### src/hw/rtl/ipv4hv_pkg.sv
// Shared types and constants of the IPv4 header validator.
// Used by the parser, the result buffer, the top level and the checker.
package ipv4hv_pkg;

  localparam int CodeW = 4;
  localparam int HlenW = 6;

  localparam logic [CodeW-1:0] VERDICT_OK       = 4'd0;
  localparam logic [CodeW-1:0] VERDICT_VERSION  = 4'd1;
  localparam logic [CodeW-1:0] VERDICT_HLEN_BIG = 4'd2;
  localparam logic [CodeW-1:0] VERDICT_HLEN_MIN = 4'd3;
  localparam logic [CodeW-1:0] VERDICT_TTL      = 4'd4;
  localparam logic [CodeW-1:0] VERDICT_LENGTH   = 4'd5;
  localparam logic [CodeW-1:0] VERDICT_DST      = 4'd6;
  localparam logic [CodeW-1:0] VERDICT_SRC      = 4'd7;
  localparam logic [CodeW-1:0] VERDICT_CHECKSUM = 4'd8;
  localparam logic [CodeW-1:0] VERDICT_PROTOCOL = 4'd9;

  localparam logic [HlenW-1:0] MIN_HLEN = 6'd20;

  localparam logic [7:0] PROTO_ICMP = 8'd1;
  localparam logic [7:0] PROTO_TCP  = 8'd6;
  localparam logic [7:0] PROTO_UDP  = 8'd17;

  localparam logic CFG_IDX_CHK_EN = 1'b0;

  typedef struct packed {
    logic [CodeW-1:0] verdict_code;
    logic             accepted;
    logic [7:0]       protocol;
    logic [HlenW-1:0] header_length;
  } result_t;

endpackage

### src/hw/rtl/ipv4hv_parse.sv
// Header parser of the IPv4 header validator: per-packet state and verdict logic.
// Depends on ipv4hv_pkg for verdict codes and the result type.
module ipv4hv_parse
  import ipv4hv_pkg::*;
(
  input  logic        clk,
  input  logic        rst_n,
  input  logic        item_fire,
  input  logic [7:0]  header_byte,
  input  logic        first_of_packet,
  input  logic [15:0] frame_length,
  input  logic        chk_en,
  output logic        res_fire,
  output result_t     res
);

  localparam logic [5:0] OFS_TLEN_HI  = 6'd2;
  localparam logic [5:0] OFS_TLEN_LO  = 6'd3;
  localparam logic [5:0] OFS_TTL      = 6'd8;
  localparam logic [5:0] OFS_PROTO    = 6'd9;
  localparam logic [5:0] OFS_CSUM_HI  = 6'd10;
  localparam logic [5:0] OFS_CSUM_LO  = 6'd11;
  localparam logic [5:0] OFS_SRC_FST  = 6'd12;
  localparam logic [5:0] OFS_SRC_LST  = 6'd15;
  localparam logic [5:0] OFS_DST_FST  = 6'd16;
  localparam logic [5:0] OFS_DST_LST  = 6'd19;

  logic        active_r, active_nxt;
  logic [5:0]  byte_idx_r, byte_idx_nxt;
  logic [5:0]  hdr_bytes_r, hdr_bytes_nxt;
  logic [15:0] frame_len_r, frame_len_nxt;
  logic [15:0] sum_r, sum_nxt;
  logic [7:0]  pend_r, pend_nxt;
  logic [15:0] tlen_r, tlen_nxt;
  logic [7:0]  ttl_r, ttl_nxt;
  logic [7:0]  proto_r, proto_nxt;
  logic        csum_nz_r, csum_nz_nxt;
  logic [31:0] src_r, src_nxt;
  logic [31:0] dst_r, dst_nxt;

  logic [5:0]  hlen;
  logic [16:0] word_sum;
  logic        last_byte;
  logic [CodeW-1:0] code;

  always_comb begin
    active_nxt    = active_r;
    byte_idx_nxt  = byte_idx_r;
    hdr_bytes_nxt = hdr_bytes_r;
    frame_len_nxt = frame_len_r;
    sum_nxt       = sum_r;
    pend_nxt      = pend_r;
    tlen_nxt      = tlen_r;
    ttl_nxt       = ttl_r;
    proto_nxt     = proto_r;
    csum_nz_nxt   = csum_nz_r;
    src_nxt       = src_r;
    dst_nxt       = dst_r;
    hlen          = {header_byte[3:0], 2'b00};
    word_sum      = {1'b0, sum_r} + {1'b0, pend_r, header_byte};
    last_byte     = ({1'b0, byte_idx_r} + 7'd1) >= {1'b0, hdr_bytes_r};
    code          = VERDICT_OK;
    res_fire      = 1'b0;
    res           = '0;

    if (item_fire && first_of_packet) begin
      frame_len_nxt = frame_length;
      hdr_bytes_nxt = hlen;
      active_nxt    = 1'b0;
      byte_idx_nxt  = '0;
      tlen_nxt      = '0;
      ttl_nxt       = '0;
      proto_nxt     = '0;
      csum_nz_nxt   = 1'b0;
      src_nxt       = '0;
      dst_nxt       = '0;
      sum_nxt       = '0;
      pend_nxt      = header_byte;
      res.header_length = hlen;
      res.protocol      = '0;
      if (header_byte[7:4] != 4'd4) begin
        res_fire = 1'b1;
        code     = VERDICT_VERSION;
      end else if ({10'd0, hlen} >= frame_length) begin
        res_fire = 1'b1;
        code     = VERDICT_HLEN_BIG;
      end else if (hlen < MIN_HLEN) begin
        res_fire = 1'b1;
        code     = VERDICT_HLEN_MIN;
      end else begin
        active_nxt   = 1'b1;
        byte_idx_nxt = 6'd1;
      end
    end else if (item_fire && active_r) begin
      if (!byte_idx_r[0]) begin
        pend_nxt = header_byte;
      end else begin
        sum_nxt = word_sum[15:0] + {15'd0, word_sum[16]};
      end

      case (byte_idx_r) inside
        OFS_TLEN_HI: tlen_nxt = {header_byte, 8'd0};
        OFS_TLEN_LO: tlen_nxt = {tlen_r[15:8], header_byte};
        OFS_TTL: ttl_nxt = header_byte;
        OFS_PROTO: proto_nxt = header_byte;
        OFS_CSUM_HI: csum_nz_nxt = header_byte != 8'd0;
        OFS_CSUM_LO: csum_nz_nxt = csum_nz_r || (header_byte != 8'd0);
        [OFS_SRC_FST:OFS_SRC_LST]: src_nxt = {src_r[23:0], header_byte};
        [OFS_DST_FST:OFS_DST_LST]: dst_nxt = {dst_r[23:0], header_byte};
        default: ;
      endcase

      if (last_byte) begin
        active_nxt   = 1'b0;
        byte_idx_nxt = '0;
        res_fire     = 1'b1;
        if (ttl_nxt == 8'd0) begin
          code = VERDICT_TTL;
        end else if (tlen_nxt != frame_len_r) begin
          code = VERDICT_LENGTH;
        end else if (dst_nxt == 32'd0 || dst_nxt == 32'hFFFF_FFFF) begin
          code = VERDICT_DST;
        end else if (src_nxt == 32'd0 || src_nxt == 32'hFFFF_FFFF) begin
          code = VERDICT_SRC;
        end else if (chk_en && csum_nz_nxt && sum_nxt != 16'hFFFF) begin
          code = VERDICT_CHECKSUM;
        end else if (proto_nxt != PROTO_UDP && proto_nxt != PROTO_TCP &&
                     proto_nxt != PROTO_ICMP) begin
          code = VERDICT_PROTOCOL;
        end
        res.protocol      = proto_nxt;
        res.header_length = hdr_bytes_r;
      end else begin
        byte_idx_nxt = byte_idx_r + 6'd1;
      end
    end

    res.verdict_code = code;
    res.accepted     = code == VERDICT_OK;
  end

  always_ff @(posedge clk) begin
    if (!rst_n) begin
      active_r   <= 1'b0;
      byte_idx_r <= '0;
    end else begin
      active_r   <= active_nxt;
      byte_idx_r <= byte_idx_nxt;
    end
  end

  always_ff @(posedge clk) begin
    hdr_bytes_r <= hdr_bytes_nxt;
    frame_len_r <= frame_len_nxt;
    sum_r       <= sum_nxt;
    pend_r      <= pend_nxt;
    tlen_r      <= tlen_nxt;
    ttl_r       <= ttl_nxt;
    proto_r     <= proto_nxt;
    csum_nz_r   <= csum_nz_nxt;
    src_r       <= src_nxt;
    dst_r       <= dst_nxt;
  end

endmodule

### src/hw/rtl/ipv4hv_out_buf.sv
// Result register with a skid stage for the IPv4 header validator.
// Depends on ipv4hv_pkg for the result type.
module ipv4hv_out_buf
  import ipv4hv_pkg::*;
(
  input  logic    clk,
  input  logic    rst_n,
  input  logic    push,
  input  result_t push_data,
  output logic    full,
  output logic    out_valid,
  input  logic    out_stall,
  output result_t out_data
);

  logic    out_valid_r;
  result_t out_data_r;
  logic    skid_valid_r;
  result_t skid_data_r;
  logic    pop;

  assign pop       = out_valid_r && !out_stall;
  assign full      = skid_valid_r;
  assign out_valid = out_valid_r;
  assign out_data  = out_data_r;

  always_ff @(posedge clk) begin
    if (!rst_n) begin
      out_valid_r  <= 1'b0;
      skid_valid_r <= 1'b0;
    end else if (skid_valid_r) begin
      if (pop) begin
        out_data_r   <= skid_data_r;
        skid_valid_r <= 1'b0;
      end
    end else if (push) begin
      if (!out_valid_r || pop) begin
        out_data_r  <= push_data;
        out_valid_r <= 1'b1;
      end else begin
        skid_data_r  <= push_data;
        skid_valid_r <= 1'b1;
      end
    end else if (pop) begin
      out_valid_r <= 1'b0;
    end
  end

endmodule

### src/hw/rtl/ipv4_header_validator_core.sv
// Top level of the IPv4 header validator: configuration port and channel glue.
// Depends on ipv4hv_pkg, ipv4hv_parse and ipv4hv_out_buf.
//
// Header bytes enter the in_ channel in network order, one per cycle while not stalled.
// The item with in_first_of_packet high is byte 0 and carries the frame length.
// One verdict item per packet leaves on the out_ channel: at once after byte 0
// when the version or header length is bad, else after the last header byte.
// A start marker in the middle of a header drops that packet without a verdict.
// Throughput is one byte per cycle while in_stall is low. The parser state
// is updated in a single pass at the accepting edge, and the verdict that
// the accepted byte completes lands in a result register.
// If the receiver stalls, one further verdict is held in a skid register and
// in_stall rises only while that skid register is occupied.
// Reset clears the parser's active state and the valid flags of both result
// registers and disables the checksum test. The checksum enable lies at byte
// address 0 of the register port; the port is always ready.
module ipv4_header_validator_core
  import ipv4hv_pkg::*;
(
  input  logic        clk,
  input  logic        rst_n,
  input  logic        cfg_psel,
  input  logic        cfg_penable,
  input  logic        cfg_pwrite,
  input  logic [2:0]  cfg_paddr,
  input  logic [31:0] cfg_pwdata,
  output logic [31:0] cfg_prdata,
  output logic        cfg_pready,
  input  logic        in_valid,
  output logic        in_stall,
  input  logic [7:0]  in_header_byte,
  input  logic        in_first_of_packet,
  input  logic [15:0] in_frame_length,
  output logic        out_valid,
  input  logic        out_stall,
  output logic [3:0]  out_verdict_code,
  output logic        out_accepted,
  output logic [7:0]  out_protocol,
  output logic [5:0]  out_header_length
);

  logic    chk_en_r;
  logic    cfg_wr;
  logic    item_fire;
  logic    res_fire;
  result_t res;
  result_t out_res;
  logic    buf_full;

  assign cfg_pready = 1'b1;
  assign cfg_wr     = cfg_psel && cfg_penable && cfg_pwrite && cfg_pready;
  assign cfg_prdata = (cfg_paddr[2] == CFG_IDX_CHK_EN) ? {31'd0, chk_en_r} : 32'd0;

  always_ff @(posedge clk) begin
    if (!rst_n) begin
      chk_en_r <= 1'b0;
    end else if (cfg_wr && cfg_paddr[2] == CFG_IDX_CHK_EN) begin
      chk_en_r <= cfg_pwdata[0];
    end
  end

  assign in_stall  = buf_full;
  assign item_fire = in_valid && !in_stall;

  ipv4hv_parse u_parse (
    .clk             (clk),
    .rst_n           (rst_n),
    .item_fire       (item_fire),
    .header_byte     (in_header_byte),
    .first_of_packet (in_first_of_packet),
    .frame_length    (in_frame_length),
    .chk_en          (chk_en_r),
    .res_fire        (res_fire),
    .res             (res)
  );

  ipv4hv_out_buf u_out_buf (
    .clk       (clk),
    .rst_n     (rst_n),
    .push      (res_fire),
    .push_data (res),
    .full      (buf_full),
    .out_valid (out_valid),
    .out_stall (out_stall),
    .out_data  (out_res)
  );

  assign out_verdict_code  = out_res.verdict_code;
  assign out_accepted      = out_res.accepted;
  assign out_protocol      = out_res.protocol;
  assign out_header_length = out_res.header_length;

endmodule

### config.mk
export PLATFORM = sky130hd
export DESIGN_NAME = ipv4_header_validator_core
export DESIGN_NICKNAME = d
export VERILOG_FILES = /design/src/hw/rtl/ipv4hv_pkg.sv /design/src/hw/rtl/ipv4hv_parse.sv /design/src/hw/rtl/ipv4hv_out_buf.sv /design/src/hw/rtl/ipv4_header_validator_core.sv
export SDC_FILE = /design/constraint.sdc
export NUM_CORES = 1
export LEC_CHECK = 0
export ABC_AREA = 1
export CORE_MARGIN = 3
export CORE_UTILIZATION = 60
export DETAILED_ROUTE_END_ITERATION = 12
export DONT_BUFFER_PORTS = 1
export HOLD_SLACK_MARGIN = 0.03
export MAX_ROUTING_LAYER = met4
export PLACE_DENSITY = 0.76
export SLEW_MARGIN = 10
export SYNTH_ARGS = -nofsm -noshare
export SYNTH_HDL_FRONTEND = slang
export SYNTH_SLANG_ARGS = --single-unit
### constraint.sdc
create_clock -name clk -period 7.8 [get_ports clk]
set_clock_uncertainty 0.2 [all_clocks]
set_input_delay 1.56 -clock clk [delete_from_list [all_inputs] [get_ports clk]]
set_output_delay 1.56 -clock clk [all_outputs]
set_load 0.005 [all_outputs]
# Word-level counts from Yosys, hierarchy flattened
# Index checks and enable logic that the tools add are counted.
# op_classes
addsub,4
multipliers,0
div_mod_pow,0
magnitude_cmp,7
n_eq_ne,17
shifts,0
mux,93
bitwise_logic,3
reduce_logical,35
# op_table
cell,n
$mux W32,19
$mux W8,15
$mux W16,6
$mux W19,4
$eq A32 B32 Y1 const B,2
$logic_not A32 Y1,2
$mux W14,3
$mux W4,9
$mux W1,31
$eq A6 B4 Y1 const B,4
$mux W6,3
$add A16 B16 Y17,1
$add A16 B1 Y16,1
$ge A6 B16 Y1,1
$ne A16 B16 Y1,1
$ne A16 B16 Y1 const B,1
$logic_and A1 B1 Y1,13
$eq A6 B2 Y1 const B,2
$reduce_bool A2 Y1,5
$logic_not A8 Y1,1
$ne A8 B1 Y1 const B,1
$ne A8 B3 Y1 const B,1
$ne A8 B5 Y1 const B,1
$reduce_and A4 Y1,2
19 further kinds,30
# word_totals
reg_bits,189
latchBits,0
ram_bits,0
mem_bits_ro,0
in_bits,67
output_inout_bits,54
wordCells,182
memories,0

# Depth between registers and ports, before layout
# logic_depth
depth_word,24
ltp_mapped,35
ltp_nobuf,35

# By module
# A second synthesis with hierarchy kept.
# hier_totals
hier_cells,1386
area_unflattened_um2,10390.0
# modules_own_cells
mod,instances,cells_each,area_per_inst_um2,seq_area_each_um2
ipv4hv_parse,1,1220,8580.7,3243.1
ipv4hv_out_buf,1,118,1487.7,1181.1
ipv4_header_validator_core,1,48,321.6,20.0

# Least setup slack after synthesis
# Ideal clock, no wire load.
# synth_path
kind,input -> register
start,input in_valid
end,"register u_out_buf.skid_data_r[10] (netlist name), enable pin"
setup_ns,0.413
arrival_time_ns,5.293
t_required_ns,7.187
slack_ns,1.894
stages,8
n_path_buf,0
cell_sequence,inv_1 nor3_1 nor2_1 inv_2 nand2_1 inv_1 o21ai_0 nor3_1
# synth_via
elab_chain_len,5
elab_cells_between_ends,6
cone_classes,mux: 2; reduce/logical: 4
# synth_rtl
element,line_no,text
"start, declared",ipv4_header_validator_core.sv:29,"input logic in_valid,"
$logic_and A1 B1 Y1 *,ipv4_header_validator_core.sv:63,assign item_fire = in_valid && !in_stall;
$logic_and A1 B1 Y1,ipv4hv_parse.sv:94,end else if (item_fire && active_r) begin
$mux W1,ipv4hv_parse.sv:94,
$mux W1 *,ipv4hv_parse.sv:66,if (item_fire && first_of_packet) begin
$reduce_and A4 Y1 (no line) *,-,
"end signal, assigned",ipv4hv_out_buf.sv:41,skid_data_r <= push_data;
"end, declared",ipv4hv_out_buf.sv:19,result_t skid_data_r;
# Mark *: on every way between the ends. The rest lies on a longest branch, timed or not.
# A chain may end at the register's enable or synchronous reset.

# Worst setup path in the final report
# layout_path
start,input in_header_byte[0]
end,"register u_out_buf.out_data_r, in the netlist u_out_buf.out_data[14], data pin"
# layout_via
elab_chain_len,24
elab_cells_between_ends,83
cone_classes,add/sub: 2; order compare: 2; eq/ne: 7; mux: 60; reduce/logical: 12
# layout_rtl
element,line_no,text
"start, declared",ipv4_header_validator_core.sv:31,"input logic [7:0] in_header_byte,"
branches (longest 19 deep; another with $add A16 B16 Y17),-,
$mux W4 *,ipv4hv_parse.sv:66,
$logic_not A4 Y1 *,ipv4hv_parse.sv:139,res.accepted = code == VERDICT_OK;
$mux W19 *,ipv4hv_out_buf.sv:37,if (!out_valid_r || pop) begin
$mux W19 *,ipv4hv_out_buf.sv:36,end else if (push) begin
$mux W19 *,ipv4hv_out_buf.sv:31,end else if (skid_valid_r) begin
"end signal, assigned",ipv4hv_out_buf.sv:33,out_data_r <= skid_data_r;
"end signal, assigned",ipv4hv_out_buf.sv:38,out_data_r <= push_data;
"end, declared",ipv4hv_out_buf.sv:17,result_t out_data_r;
# Every way passes the cells marked *. The select of a mux whose other input is x is not followed.

==> flow_summary.yaml <==
cts:
  cts_setup_buffers: 0
  clkTransAtPathRegs_ns: 0.07
  cts_buffers: 17
  clock-sinks: 185
  clk_latency_ns: 0.44
  clockBufferDepth: 2
  cts.repair.resized: 0
  h-tree-depth: 4
  cts_tree: "built"
  cts-hold-fix-buffers: 0
  root_buffer: "clkbuf_16"
logic_synthesis:
  ys_ff_latch: 185
  synth_area_leaders: "dfxtp_1, edfxtp_1, nand2_1, inv_1, o22ai_1"
  synth_most_common_cell: "nand2_1"
  synth_edf_count: 62
  syn_area_mm2: 0.01028
  ys_types: 51
  postSynth.asyncResetShare: 0
  synth_top_area_share: 0.2396
  synthTopCellsByCount: "nand2_1, inv_1, dfxtp_1"
  syn-instance-count: 1348
  ys_seq_area_frac: 0.4208
  ys.flop_type: "dfxtp_1"
  synth_area_leader_cell: "dfxtp_1"
  synth-warning-count: 0
  synthesis.area_per_instance_um2: 7.623
cells_and_area:
  ff_latch_area_mm2: 0.004324
  diodes: 0
  multi_input_area_mm2: 0.004765
  nFillCells: 1436
  drive_gt1_frac: 0.07041
  layout.nets: 1421
  area_growth_pct: 5.491
die:
  dieArea_mm2: 0.01873
  fp.dieH_um: 136.9
  start_util: 0.6153
  io_pins: 121
  die_x_um: 136.9
  coreArea_mm2: 0.01670
  rows: 47
detailed_routing:
  drt_iter0_drc: 771
  routed_wire_length_per_instance_um: 14.86
  drc_errors: 0
  routed_wl_mm: 23.11
  dr.pass1.iters: 8
  antenna_left: 0
  viasPerCell: 5.538
  vias: 8612
placed_design:
  io_buffers: 0
  place_hpwl_mm: 15.87
  gp_congestion: 0.9240
power_and_ir_drop:
  clkPwrFrac: 0.439
  powerDensity_mw_per_mm2: 192.5
  p_int_mw: 1.569
  swShare: 0.2482
  vdd_ir_drop_max_v: 0.0002612
  pwr-share-seq: 0.486
  pwr-share-comb: 0.075
  switchingPower_mw: 0.5177
  power_mw: 2.086
  power.leakage_nw: 4.774
setup_path:
  endpoint_kind: "flip-flop"
  crit_top_cell: "nand2_1"
  r2r_cells: 33
  ff2ff_setup_slack_ns: 3.02
  startpoint: "in_header_byte[0]"
  slowest_stage: "fa_1"
  arrival_ns: 5.53
  start_kind: "input pin"
  crit_required_ns: 7.79
  crit_end: "u_out_buf.out_data[14]$_DFFE_PP_"
  critPathMaxFanout: 12
  cpPeakStageDelay_ns: 0.40
  timing.rr.end: "u_out_buf.out_data[14]$_DFFE_PP_"
  crit-reg2reg-launch: "u_parse.sum_r[0]$_SDFFE_PP0P_"
  crit_type: "in -> reg"
timing:
  worst_pin_slew_ns: 1.105
  maxSlewHeadroom: 0.2636
  max_freq_mhz: 180.6
  slew_viol_final: 0
  grt_setup_unrepaired: "no"
  final-hold-violation-count: 0
  finalSetupTns_ns: 0
  min_period_over_period: 0.7098
  setup_viol: 0
  timing.final.crit_period_ns: 5.537
global_route:
  grt_pass1_wl_mm: 37.36
  gr-usage-all-layers: 0.2561
  antenna_found_initial: 0
  grt.overflow.total: 0
  first_global_vias: 7682
  grt_start_max_net_pins: 105
flow_run:
  maxCapViolations: 0
run_status:
  outcome: "complete, no violations"
min_path:
  holdCritPathClass: "reg -> reg"
==> through the flow <==
stage                 util  cells  area (um2)  worst slack [ns]  hold slack, ns
finish              0.6491   1555       10840             2.263          0.2624
global route        0.6491   1555       10840             1.891          0.2873
CTS                 0.6491   1555       10840             2.364          0.2582
detailed placement  0.6117   1523       10220             1.923          0.2504
global placement    0.6117   1523       10220             1.976          0.2391
floorplan                -   1380       10400             1.894          0.2286
==> sequential cells by signal, indices dropped and copies added, names as in the netlist, 16 cells and up <==
signal	count
u_out_buf.out_data	17
u_parse.tlen_r	16
u_parse.frame_len_r	16
u_parse.sum_r	16
u_parse.dst_r	32
u_out_buf.skid_data_r	17
u_parse.src_r	32
==> critical path, delay by kind of cell <==
| kind | cells | cell delay, ns |
|---|---|---|
| adder cells (fa/ha/maj) | 4 | 1.02 |
| buffers and inverters | 3 | 0.23 |
| AO/OA/AOI/OAI | 2 | 0.34 |
| AND/OR/NAND/NOR | 24 | 2.37 |
==> kinds of logic (layout without fill, tap and decap cells) <==
logic type,Yosys count,count (layout),share of synthesized area
buf+inv,297,252,0.1282
other cells,2,34,0.0007308
flops,185,185,0.4208
xor+xnor,19,19,0.01619
fa+ha+maj,32,32,0.03969
simple gates,530,530,0.2358
compound gates,283,283,0.1585
==> metal layers <==
metal	track usage	part of all wire	vias up
met5	-	0	-
met4	0.06042	0.010	0
met3	0.04779	0.058	22
met2	0.3990	0.47	240
met1	0.3496	0.47	3950
li1	-	-	4400
==> placed cells by master (no fill, tap or decap), drive strengths merged, types with 13 or more instances in the layout <==
master	synthesis	layout
clkbuf	27	17
o21ai	126	126
xnor2	13	13
nor4	24	24
o22ai	97	97
edfxtp	62	62
ha	31	31
nand2	318	318
nand4	32	32
dfxtp	123	123
a21oi	33	33
nand3	61	61
inv	212	221
conb	2	34
nor2	78	78
==> layout make-up <==
class                           count  area share
Tap cell                          220     0.02539
Clock buffer                       17     0.03924
Multi-Input combinational cell    898      0.4395
Timing Repair Buffer                7    0.004848
Clock inverter                     15     0.01835
Inverter                          213     0.07375
Sequential cell                   185      0.3989
==> power by group through the flow <==
stage	Clock [mW]	Sequential, mW	Combinational [mW]
floorplan	0	1.03	0.135
global placement	0	1.04	0.152
detailed placement	0	1.04	0.155
CTS	0.924	1.01	0.155
global route	0.963	1.01	0.178
finish	0.916	1.01	0.157
==> worst min-delay path by stage <==
stage | start | endpoint | slack (ns) | cells after the start
detailed placement | u_parse.active_r$_SDFFE_PN0P_ | u_parse.active_r$_SDFFE_PN0P_ | 0.25 | 2
global placement | u_parse.tlen_r[2]$_SDFFE_PP0P_ | u_parse.tlen_r[2]$_SDFFE_PP0P_ | 0.24 | 2
global route | u_parse.active_r$_SDFFE_PN0P_ | u_parse.active_r$_SDFFE_PN0P_ | 0.29 | 2
CTS | u_parse.active_r$_SDFFE_PN0P_ | u_parse.active_r$_SDFFE_PN0P_ | 0.26 | 2
floorplan | u_parse.tlen_r[2]$_SDFFE_PP0P_ | u_parse.tlen_r[2]$_SDFFE_PP0P_ | 0.23 | 2
finish | u_parse.active_r$_SDFFE_PN0P_ | u_parse.active_r$_SDFFE_PN0P_ | 0.26 | 2
Note: power is estimated with default switching activity, not from simulation.
